`src/rtl/core/arct_pkg.sv`:
```
// ----------------------------------------------------------------------------
// arct_pkg
// Shared constants, types and the arctangent step table.
// ----------------------------------------------------------------------------
`default_nettype none

package arct_pkg;

  localparam int MAX_SAMPLES  = 64;
  localparam int ADDR_W       = $clog2(MAX_SAMPLES);
  localparam int CNT_W        = $clog2(MAX_SAMPLES + 1);
  localparam int SX_W         = $clog2(MAX_SAMPLES * 128 + 1);
  localparam int SY_W         = $clog2(MAX_SAMPLES * 32768 + 1);
  localparam int SHAPE_W      = 16;
  localparam int MAG_W        = 15;
  localparam int GAIN_W       = 16;
  localparam int CORDIC_STEPS = 16;
  localparam int STEP_W       = $clog2(CORDIC_STEPS);
  localparam int XY_W         = 48;
  localparam int Z_W          = 34;
  localparam int NUM_W        = SX_W + 23;
  localparam int RATIO_W      = 33;
  localparam int PROD_W       = RATIO_W + MAG_W;
  localparam int QCNT_W       = $clog2(NUM_W);

  localparam logic [GAIN_W-1:0] DRIVE_RESET = 16'd6402;

  typedef enum logic [2:0] {
    S_IDLE,
    S_ATAN,
    S_DIVGO,
    S_DIV,
    S_RD,
    S_MUL,
    S_RND,
    S_OUT
  } state_t;

  function automatic logic signed [Z_W-1:0] atan_step(input logic [STEP_W-1:0] i);
    logic signed [Z_W-1:0] v;
    case (i)
      4'd0:    v = 34'sd843314856;
      4'd1:    v = 34'sd497837829;
      4'd2:    v = 34'sd263043836;
      4'd3:    v = 34'sd133525158;
      4'd4:    v = 34'sd67021686;
      4'd5:    v = 34'sd33543515;
      4'd6:    v = 34'sd16775850;
      4'd7:    v = 34'sd8388437;
      4'd8:    v = 34'sd4194282;
      4'd9:    v = 34'sd2097149;
      4'd10:   v = 34'sd1048575;
      4'd11:   v = 34'sd524287;
      4'd12:   v = 34'sd262143;
      4'd13:   v = 34'sd131071;
      4'd14:   v = 34'sd65535;
      4'd15:   v = 34'sd32767;
      default: v = '0;
    endcase
    return v;
  endfunction

endpackage

`default_nettype wire

```
`src/rtl/core/arctan_distortion_normalized.sv`:
```
// ----------------------------------------------------------------------------
// arctan_distortion_normalized
// Arctangent soft-clip distortion over a block of samples, loudness matched.
// ----------------------------------------------------------------------------
// Each input item runs the 16 CORDIC steps in the shared vectoring unit
// plus accept and writeback; in_stall stays high meanwhile. The item
// that closes a block (last_in, or the 64th sample) then has the sum
// ratio formed in the bit-serial divider (skipped when the shaped sum is
// zero), followed by store read, multiply, round and output register
// for each result, the output register held while out_stall is high. No
// clearing pass after reset.
// ----------------------------------------------------------------------------
`default_nettype none

module arctan_distortion_normalized (
  input  wire logic                         clk,
  input  wire logic                         rst_n,
  input  wire logic                         cfg_we,
  input  wire logic [15:0]                  cfg_wdata,
  input  wire logic                         in_valid,
  output logic                              in_stall,
  input  wire logic signed [7:0]            in_sample_in,
  input  wire logic                         in_last_in,
  output logic                              out_valid,
  input  wire logic                         out_stall,
  output logic signed [15:0]                out_sample_out,
  output logic                              out_last_out
);
  import arct_pkg::*;

  state_t              state_r, state_nxt;
  logic [GAIN_W-1:0]   gain_r;
  logic [CNT_W-1:0]    count_r;
  logic [SX_W-1:0]     sx_r;
  logic [SY_W-1:0]     sy_r;
  logic [ADDR_W-1:0]   k_r;
  logic                neg_r, close_r;
  logic [RATIO_W-1:0]  ratio_r;
  logic [PROD_W-1:0]   prod_r;
  logic                rneg_r;
  logic signed [15:0]  out_r;
  logic                olast_r;

  logic                accept, cord_start, cord_done, div_start, div_done, ram_we;
  logic [MAG_W-1:0]    cord_res;
  logic [NUM_W-1:0]    quot;
  logic [SHAPE_W-1:0]  ram_wdata, ram_rdata;
  logic [7:0]          in_mag;
  logic [MAG_W-1:0]    rd_mag;
  logic [PROD_W-1:0]   rnd;
  logic [PROD_W-19:0]  r;
  logic [15:0]         code;

  assign accept = in_valid && !in_stall;
  assign in_mag = in_sample_in[7] ? 8'(-in_sample_in) : 8'(in_sample_in);

  arct_cordic u_cordic (
    .clk    (clk),
    .rst_n  (rst_n),
    .start  (cord_start),
    .gain   (gain_r),
    .mag    (in_mag),
    .done   (cord_done),
    .result (cord_res)
  );

  arct_div u_div (
    .clk   (clk),
    .rst_n (rst_n),
    .start (div_start),
    .num   ({sx_r, 23'b0} + NUM_W'(sy_r >> 1)),
    .den   (sy_r),
    .done  (div_done),
    .quot  (quot)
  );

  assign ram_wdata = neg_r ? SHAPE_W'(-{1'b0, cord_res}) : SHAPE_W'({1'b0, cord_res});

  arct_ram #(
    .WIDTH (SHAPE_W),
    .DEPTH (MAX_SAMPLES)
  ) u_store (
    .clk   (clk),
    .we    (ram_we),
    .waddr (count_r[ADDR_W-1:0]),
    .wdata (ram_wdata),
    .raddr (k_r),
    .rdata (ram_rdata)
  );

  // next state
  always_comb begin
    state_nxt = state_r;
    case (state_r)
      S_IDLE:  if (in_valid) state_nxt = S_ATAN;
      S_ATAN:  if (cord_done) state_nxt = close_r ? S_DIVGO : S_IDLE;
      S_DIVGO: state_nxt = (sy_r == '0) ? S_RD : S_DIV;
      S_DIV:   if (div_done) state_nxt = S_RD;
      S_RD:    state_nxt = S_MUL;
      S_MUL:   state_nxt = S_RND;
      S_RND:   state_nxt = S_OUT;
      S_OUT: begin
        if (!out_stall) begin
          state_nxt = (CNT_W'(k_r) + 1'b1 == count_r) ? S_IDLE : S_RD;
        end
      end
      default: state_nxt = S_IDLE;
    endcase
  end

  // control strobes
  always_comb begin
    in_stall   = (state_r != S_IDLE);
    cord_start = accept;
    ram_we     = (state_r == S_ATAN) && cord_done;
    div_start  = (state_r == S_DIVGO) && (sy_r != '0);
    out_valid  = (state_r == S_OUT);
  end

  always_ff @(posedge clk) begin
    if (!rst_n) begin
      state_r <= S_IDLE;
      gain_r  <= DRIVE_RESET;
      count_r <= '0;
      sx_r    <= '0;
      sy_r    <= '0;
      k_r     <= '0;
    end else begin
      state_r <= state_nxt;
      if (cfg_we) begin
        gain_r <= cfg_wdata;
      end
      if (accept) begin
        sx_r <= sx_r + SX_W'(in_mag);
      end
      if (ram_we) begin
        count_r <= count_r + 1'b1;
        sy_r    <= sy_r + SY_W'(cord_res);
      end
      if (state_r == S_OUT && !out_stall) begin
        if (CNT_W'(k_r) + 1'b1 == count_r) begin
          k_r     <= '0;
          count_r <= '0;
          sx_r    <= '0;
          sy_r    <= '0;
        end else begin
          k_r <= k_r + 1'b1;
        end
      end
    end
  end

  assign rd_mag = ram_rdata[SHAPE_W-1] ? MAG_W'(-ram_rdata) : MAG_W'(ram_rdata);
  assign rnd    = prod_r + PROD_W'(1 << 17);
  assign r      = rnd[PROD_W-1:18];

  always_comb begin
    if (rneg_r) begin
      code = (r > 30'd32768) ? 16'h8000 : 16'(-r[15:0]);
    end else begin
      code = (r > 30'd32767) ? 16'h7fff : r[15:0];
    end
  end

  always_ff @(posedge clk) begin
    if (accept) begin
      neg_r   <= in_sample_in[7];
      close_r <= in_last_in || (count_r + 1'b1 == CNT_W'(MAX_SAMPLES));
    end
    if (state_r == S_DIVGO && sy_r == '0) begin
      ratio_r <= '0;
    end
    if (div_done) begin
      ratio_r <= (quot[NUM_W-1:RATIO_W] != '0) ? '1 : quot[RATIO_W-1:0];
    end
    if (state_r == S_MUL) begin
      prod_r <= ratio_r * rd_mag;
      rneg_r <= ram_rdata[SHAPE_W-1];
    end
    if (state_r == S_RND) begin
      out_r   <= signed'(code);
      olast_r <= (CNT_W'(k_r) + 1'b1 == count_r);
    end
  end

  assign out_sample_out = out_r;
  assign out_last_out   = olast_r;

endmodule

`default_nettype wire

```
`src/rtl/core/arct_ram.sv`:
```
// ----------------------------------------------------------------------------
// arct_ram
// Generic single-port-write, single-port-read RAM with registered read.
// ----------------------------------------------------------------------------
`default_nettype none

module arct_ram #(
  parameter int WIDTH = 16,
  parameter int DEPTH = 64
) (
  input  wire logic                     clk,
  input  wire logic                     we,
  input  wire logic [$clog2(DEPTH)-1:0] waddr,
  input  wire logic [WIDTH-1:0]         wdata,
  input  wire logic [$clog2(DEPTH)-1:0] raddr,
  output logic      [WIDTH-1:0]         rdata
);

  logic [WIDTH-1:0] mem [DEPTH];

  always_ff @(posedge clk) begin
    if (we) begin
      mem[waddr] <= wdata;
    end
    rdata <= mem[raddr];
  end

endmodule

`default_nettype wire

```
`src/rtl/core/arct_cordic.sv`:
```
// ----------------------------------------------------------------------------
// arct_cordic
// Vectoring CORDIC, one step per cycle: atan(gain*mag/2048) in Q1.14.
// ----------------------------------------------------------------------------
`default_nettype none

module arct_cordic (
  input  wire logic                          clk,
  input  wire logic                          rst_n,
  input  wire logic                          start,
  input  wire logic [arct_pkg::GAIN_W-1:0]   gain,
  input  wire logic [7:0]                    mag,
  output logic                               done,
  output logic      [arct_pkg::MAG_W-1:0]    result
);
  import arct_pkg::*;

  logic signed [XY_W-1:0]   x_r, y_r, x_nxt, y_nxt, dx, dy;
  logic signed [Z_W-1:0]    z_r, z_nxt, zc;
  logic [STEP_W-1:0]        i_r;
  logic                     busy_r, zero_r, done_r;
  logic [GAIN_W+7:0]        prod;
  logic [Z_W-1:0]           zr;
  logic [MAG_W-1:0]         res_r;

  assign prod = gain * {{(GAIN_W){1'b0}}, mag};
  assign dx   = y_r >>> i_r;
  assign dy   = x_r >>> i_r;

  always_comb begin
    if (!y_r[XY_W-1]) begin
      x_nxt = x_r + dx;
      y_nxt = y_r - dy;
      z_nxt = z_r + atan_step(i_r);
    end else begin
      x_nxt = x_r - dx;
      y_nxt = y_r + dy;
      z_nxt = z_r - atan_step(i_r);
    end
  end

  assign zc = z_nxt[Z_W-1] ? '0 : z_nxt;
  assign zr = (zc + 34'sd32768) >>> 16;

  always_ff @(posedge clk) begin
    if (!rst_n) begin
      busy_r <= 1'b0;
      done_r <= 1'b0;
    end else begin
      done_r <= 1'b0;
      if (start) begin
        busy_r <= 1'b1;
      end else if (busy_r && i_r == STEP_W'(CORDIC_STEPS - 1)) begin
        busy_r <= 1'b0;
        done_r <= 1'b1;
      end
    end
  end

  always_ff @(posedge clk) begin
    if (start) begin
      x_r    <= XY_W'(64'sd1 <<< 31);
      y_r    <= signed'({4'b0, prod, 20'b0});
      z_r    <= '0;
      i_r    <= '0;
      zero_r <= (prod == '0);
    end else if (busy_r) begin
      x_r <= x_nxt;
      y_r <= y_nxt;
      z_r <= z_nxt;
      i_r <= i_r + 1'b1;
      if (i_r == STEP_W'(CORDIC_STEPS - 1)) begin
        res_r <= zero_r ? '0 : zr[MAG_W-1:0];
      end
    end
  end

  assign done   = done_r;
  assign result = res_r;

endmodule

`default_nettype wire

```
`src/rtl/core/arct_div.sv`:
```
// ----------------------------------------------------------------------------
// arct_div
// Restoring divider, one quotient bit per cycle.
// ----------------------------------------------------------------------------
`default_nettype none

module arct_div (
  input  wire logic                          clk,
  input  wire logic                          rst_n,
  input  wire logic                          start,
  input  wire logic [arct_pkg::NUM_W-1:0]    num,
  input  wire logic [arct_pkg::SY_W-1:0]     den,
  output logic                               done,
  output logic      [arct_pkg::NUM_W-1:0]    quot
);
  import arct_pkg::*;

  logic [NUM_W-1:0]  q_r;
  logic [SY_W-1:0]   den_r;
  logic [SY_W-1:0]   rem_r;
  logic [SY_W:0]     trial;
  logic [QCNT_W-1:0] cnt_r;
  logic              busy_r, done_r;

  assign trial = {rem_r, q_r[NUM_W-1]};

  always_ff @(posedge clk) begin
    if (!rst_n) begin
      busy_r <= 1'b0;
      done_r <= 1'b0;
    end else begin
      done_r <= 1'b0;
      if (start) begin
        busy_r <= 1'b1;
      end else if (busy_r && cnt_r == QCNT_W'(NUM_W - 1)) begin
        busy_r <= 1'b0;
        done_r <= 1'b1;
      end
    end
  end

  always_ff @(posedge clk) begin
    if (start) begin
      q_r   <= num;
      den_r <= den;
      rem_r <= '0;
      cnt_r <= '0;
    end else if (busy_r) begin
      cnt_r <= cnt_r + 1'b1;
      if (trial >= {1'b0, den_r}) begin
        rem_r <= SY_W'(trial - {1'b0, den_r});
        q_r   <= {q_r[NUM_W-2:0], 1'b1};
      end else begin
        rem_r <= trial[SY_W-1:0];
        q_r   <= {q_r[NUM_W-2:0], 1'b0};
      end
    end
  end

  assign done = done_r;
  assign quot = q_r;

endmodule

`default_nettype wire

```
`config.mk`:
```
export PLATFORM = sky130hd
export DESIGN_NAME = arctan_distortion_normalized
export DESIGN_NICKNAME = d
export VERILOG_FILES = /design/src/rtl/core/arct_pkg.sv /design/src/rtl/core/arctan_distortion_normalized.sv /design/src/rtl/core/arct_ram.sv /design/src/rtl/core/arct_cordic.sv /design/src/rtl/core/arct_div.sv
export SDC_FILE = /design/constraint.sdc
export NUM_CORES = 2
export LEC_CHECK = 0
export ABC_CLOCK_PERIOD_IN_PS = 25800
export BUFFER_PORTS_ARGS = -buffer_cell sky130_fd_sc_hd__buf_2
export CORE_ASPECT_RATIO = 1.2
export CORE_MARGIN = 1
export CORE_UTILIZATION = 60
export CTS_CLUSTER_DIAMETER = 200
export DETAILED_ROUTE_END_ITERATION = 10
export HOLD_SLACK_MARGIN = 0.03
export PLACE_DENSITY = 0.74
export SLEW_MARGIN = 20
export SYNTH_ARGS = -nofsm -noshare
export SYNTH_HDL_FRONTEND = slang
export SYNTH_SLANG_ARGS = --single-unit
```
`constraint.sdc`:
```
create_clock -name clk -period 25.8 [get_ports clk]
set_input_delay 5.16 -clock clk [delete_from_list [all_inputs] [get_ports clk]]
set_output_delay 5.16 -clock clk [all_outputs]
set_load 0.1 [all_outputs]
```
* Word level (Yosys, flattened, before mapping) *
Memories as Yosys holds them, arrays and structs flattened. A register that Yosys moved wholly into a read port is not among the register bits.
Index checks and enable logic that the tools add are counted.

word-level totals
  output and inout bits = 19
  memories kept = 3
  input bits = 30
  memory bits (read-only) = 960
  flip-flop bits (word level) = 410
  RAM bits = 1024
  logic and storage cells = 152

operators by class
  magnitude comparators = 3
  muxes and demuxes = 51
  reduce and logical (&&, ||, !) cells = 25
  add/sub/neg operators = 21
  $mul = 2
  equal/unequal tests = 15
  bitwise logic cells = 2
  shifts and indexed selects = 2

memory list
  name              depth  width  rd ports  clocked after memory_dff  wr ports  line            source
  u_store.mem       64     16     1         1                         1         arct_ram.sv:19  logic [WIDTH-1:0] mem [DEPTH];
  (name not given)  16     30     1         1                         0         arct_pkg.sv:41  case (i)
  (name not given)  16     30     1         1                         0         arct_pkg.sv:41

operators by type and width
  cell                      count
  $mux W34                  3
  $mux W33                  3
  $add A48 B48 Y48          2
  $mux W48                  2
  $sshr A48 B4 Y48          2
  $sub A48 B48 Y48          2
  $mux W22                  4
  $mux W44                  2
  $mux W37                  2
  $mux W16                  4
  $add A48 B18 Y48 const B  1
  $mul A33 B15 Y48          1
  $mux W14                  3
  $add A37 B21 Y37          1
  $add A34 B34 Y34          1
  $sub A34 B34 Y34          1
  $add A31 B17 Y31 const B  1
  $mux W31                  1
  $gt A30 B15 Y1 const B    1
  $gt A30 B16 Y1 const B    1
  $logic_not A24 Y1         1
  $mul A16 B8 Y24           1
  $pmux W3 S8               1
  $ge A23 B22 Y1            1
  41 further kinds          79

* Depth between registers and ports, before layout *
  depth after elaboration = 6
  mapped depth = 34
  gate-level depth less buffers = 31

* Cells and area by module *
From an unflattened synthesis, not the netlist that was laid out.

unflattened totals
  cell total of the unflattened synthesis = 8016
  area total of the unflattened synthesis = 94419.3 sq um

by module, submodules not included
  module                        cells each  times used  area an instance (sq um)  sequential area each (sq um)
  arct_ram                      1829        1           40042.2                   31069.8
  arct_cordic                   3196        1           26356.5                   4023.9
  arctan_distortion_normalized  2543        1           23133.4                   3883.7
  arct_div                      448         1           4887.2                    2372.3

* Worst setup path after synthesis *
OpenSTA, ideal clock, no wires.

  kind = input port to flip-flop
  from = input in_sample_in[0]
  to = register u_cordic.zero_r (data pin)
  library setup time = 176 ps
  data required time = 25624 ps
  stages on the path = 25
  data arrival time = 11524 ps
  path buffers = 2
  path slack = 14100 ps
  cell sequence = clkbuf_1 inv_1 ha_1 nand2b_1 o21ai_0 xnor2_1 clkbuf_1 nand2_1 fa_1 fa_1 inv_1 fa_1 fa_1 ha_1 o21a_1 o21a_1 a21boi_0 nor2_1 nor2b_1 o21ai_0 a21oi_1 or4b_2 or4b_2 or4_1 nor4_1

between the ends
  cells in the longest elaborated chain, start to end = 4

RTL lines
  what                  line                                source
  start, declared       arctan_distortion_normalized.sv:22  input wire logic signed [7:0] in_sample_in,
  $neg A8 Y8            arctan_distortion_normalized.sv:55  assign in_mag = in_sample_in[7] ? 8'(-in_sample_in) : 8'(in_sample_in);
  $mux W8 *             arctan_distortion_normalized.sv:55
  $mul A16 B8 Y24 *     arct_cordic.sv:26                   assign prod = gain * {{(GAIN_W){1'b0}}, mag};
  $logic_not A24 Y1 *   arct_cordic.sv:66                   zero_r <= (prod == '0);
  end signal, assigned  arct_cordic.sv:66
  end, declared         arct_cordic.sv:21                   logic busy_r, zero_r, done_r;

Every way passes the cells marked *; elsewhere a longest branch is shown, timed or not.
A chain may end at the register's enable or synchronous reset.

* Worst setup path after layout *
Same ends and word-level chain as after synthesis.

==> impl_metrics.csv <==
group,metric,value,unit
setup_path,critPathMaxFanout,19,
clock_tree,cts_root_buf,"clkbuf_16",
die,dieArea,154900,µm²
yosys,synth_edf_count,1207,
die,die_h,430.9,µm
worst_hold_path,hp-class,"reg -> reg",
global_routing,grt_overflow,0,
global_routing,grt_pass1_vias,61966,
final_layout,final_core_util,0.6518,
timing,timing.hold.ws,0.4647,ns
clock_tree,cts_tree,"done",
power,power_density,85.52,nW/µm²
yosys,yosys_most_used_dff,"edfxtp_1",
yosys,synth_warnings,0,
yosys,yosysTopAreaCell,"edfxtp_1",
yosys,synth_cell_types,93,
yosys,syn_nets,8453,
placed_design,io_buffer_count,48,
final_layout,fillers,11140,
yosys,ys_seq_area_frac,0.4495,
setup_path,crit_path_end_kind,"register",
yosys,synth_top_area_frac,0.3940,
setup_path,start_kind,"input port",
timing,setup_viol_count_final,0,
detailed_routing,detail-route-antenna-nets,0,
yosys,synthTopCellsByCount,"edfxtp_1 (1207), nand2_1 (828), inv_1 (616)",
timing,fmax,0.08300,GHz
final_layout,areaGrowthSynthToFinish,8.006,%
placed_design,place_congestion,0.9269,
detailed_routing,drc,0,
yosys,async_flop_share,0,
clock_tree,clock_latency,0.82,ns
status,status,"complete, no violations",
timing,finalHoldViolCount,0,
global_routing,antenna_found_initial,12,
clock_tree,clock_path_buffers,3,
timing,rsz0062_at_grt,"no",
power,p_int,5338,µW
clock_tree,path_clk_slew,0.06,ns
die,initial_core_util,0.6035,
final_layout,drive_above_1_share,0.1239,
timing,slew_violations,0,
yosys,synthTopCellsByArea,"edfxtp_1 (39%), fa_1 (11%), mux4_2 (9.9%), dfxtp_1 (5.5%), ha_1 (4.7%)",
global_routing,grt_start_max_net_pins,76,
yosys,syn-cell-area,91990,µm²
power,p_comb_frac,0.408,
clock_tree,cts_buffers,148,
power,clockPowerShare,0.256,
detailed_routing,drt_iter0_drc,5381,
setup_path,critPathRequiredTime,26.41,ns
clock_tree,cts.sinks,1462,
final_layout,design_area,99360,µm²
timing,clock_skew,0.04527,ns
timing,fin_tns_setup,0,ns
global_routing,grt_usage,0.3031,
die,io_pins,49,
detailed_routing,drt_pass1_iterations,6,
power,p_sw_frac,0.3719,
timing,worst_slew_pin_slew,1.194,ns
placed_design,dp_slack,12.92,ns
power,switching_power,3160,µW
clock_tree,post_cts_buffers,0,
placed_design,dpl_cell_area,94440,µm²
yosys,yosysMostFrequentCell,"edfxtp_1",
power,p_seq_frac,0.336,
clock_tree,cts_hold_buffers,0,
setup_path,critPathKind,"in -> reg",
yosys,postSynthCellCount,7585,
final_layout,final_nets,8414,
timing,min_period_over_period,0.4670,
flow_run,cap_violations,0,
die,core_region_area,152400,µm²
clock_tree,cts_max_level,4,
die,fp.dieW,359.4,µm
detailed_routing,totalWireLength,233200,µm
clock_tree,cts_resized,0,
detailed_routing,routedWlPerCell,24.16,µm
power,leakage,0.03798,µW
power,vdd_drop_max,99.57,µV
global_routing,grt_first_pass_wirelength,359100,µm
detailed_routing,vias,61211,
setup_path,worstPathArrival,12.66,ns
timing,slew_headroom,0.2012,
timing,period_minus_slack,12.05,ns
die,rows,157,
timing,setup_ws,13.75,ns
detailed_routing,via_per_inst,6.342,
yosys,avgSynthCellArea,12.13,µm²
yosys,synth-seq-cells,1462,
placed_design,place_hpwl,157600,µm
[sequential cells by signal, indices dropped and copies added, names as in the netlist, 16 cells and up, named ones only]
signal          count
u_div.rem_r        22
prod_r             31
u_store.rdata      16
u_store.mem      1024
ratio_r            33
out_sample_out     16
u_div.quot         37
u_cordic.y_r       48
u_cordic.z_r       34
gain_r             16
u_div.den_r        22
sy_r               22
u_cordic.x_r       48
[power by group through the flow]
stage,logic [µW],clock network (µW),registers (µW)
after global placement,3340,0,2890
after CTS,3420,2210,2850
after floorplan,2720,0,2810
final,3460,2180,2860
after global routing,3810,2290,2870
after detailed placement,3390,0,2900
[metrics by stage]
| step | total power (µW) | cells |
|---|---|---|
| 2_1_floorplan | 5533 | 7585 |
| 3_3_place_gp | 6232 | 9383 |
| 3_5_place_dp | 6287 | 9383 |
| 4_1_cts | 8484 | 9647 |
| 5_1_grt | 8968 | 9648 |
| 6_report | 8497 | 9652 |
[layout make-up]
type / count / area (µm²) / share of cell area
Clock buffer: 180 / 3905 / 0.03930
Clock inverter: 84 / 994.7 / 0.01001
Inverter: 619 / 2326 / 0.02341
Multi-Input combinational cell: 5122 / 46910 / 0.4722
Sequential cell: 1462 / 41390 / 0.4166
Timing Repair Buffer: 193 / 1333 / 0.01341
Antenna cell: 5 / 12.51 / 0.0001259
Tap cell: 1987 / 2486 / 0.02502
[path summary, 6_finish.rpt]
kind	from	end	slack [ns]	cells after the start
worst max-delay path	in_sample_in[0]	u_cordic.zero_r$_DFFE_PP_	13.75	24
worst min-delay path	u_cordic.z_r[32]$_SDFFE_PP0P_	u_cordic.z_r[32]$_SDFFE_PP0P_	0.46	2
worst max register to register	u_store.rdata[0]$_DFF_P_	prod_r[47]$_DFFE_PP_	16.22	31
worst min register to register	u_cordic.z_r[32]$_SDFFE_PP0P_	u_cordic.z_r[32]$_SDFFE_PP0P_	0.46	2
[cells by family after synthesis]
logic type      after synthesis  synth area share
simple gates               2103            0.1079
flops                      1462            0.4495
compound gates             1142           0.07746
buf+inv                    1001           0.04329
fa+ha+maj                   838            0.1540
mux                         644            0.1303
xor+xnor                    395           0.03761
[placed cells by master (no fill, tap or decap), drive strengths merged, types with 15 or more instances in the layout]
cell type  count
edfxtp      1207
nand2        828
inv          624
fa           490
nor2         434
mux4         430
a21oi        352
ha           348
and2         289
o21ai        266
xnor2        256
dfxtp        255
buf          193
clkbuf       180
mux2i        167
xor2         139
nand3        112
a21o         109
nor3          78
nor2b         76
o21a          72
clkinv        57
a31oi         51
nand2b        48
and3          48
mux2          47
a211oi        46
nand4         44
or3           32
o21bai        29
o31ai         26
nor4          26
o22ai         21
a22oi         19
or2           18
o211ai        17
and4          15
[critical path: stages]
cell and delay [ns]:
buf_2 0.33, inv_1 0.09, ha_1 0.22, nand2b_1 0.09
o21ai_0 0.15, xnor2_2 0.71, nand2_1 0.18, fa_1 0.53
fa_1 0.52, fa_1 0.55, inv_1 0.05, fa_1 0.47
ha_1 0.35, nand3_1 0.09, o22ai_1 0.24, nand2b_1 0.17
o21ai_0 0.11, xor2_1 0.20, nand3_1 0.11, nor4_1 0.41
or4b_2 0.64, or4b_2 0.64, or4_1 0.43, nor4_1 0.20
[metal layers]
metal  wire length, µm  up-vias  global-route usage
li1                  -    27125                   -
met1             85630    30894              0.3648
met2            118300     2532              0.5269
met3             16120      642             0.04877
met4             13000       18              0.1573
met5               112        -                   0
(Power assumes the default switching activity.)
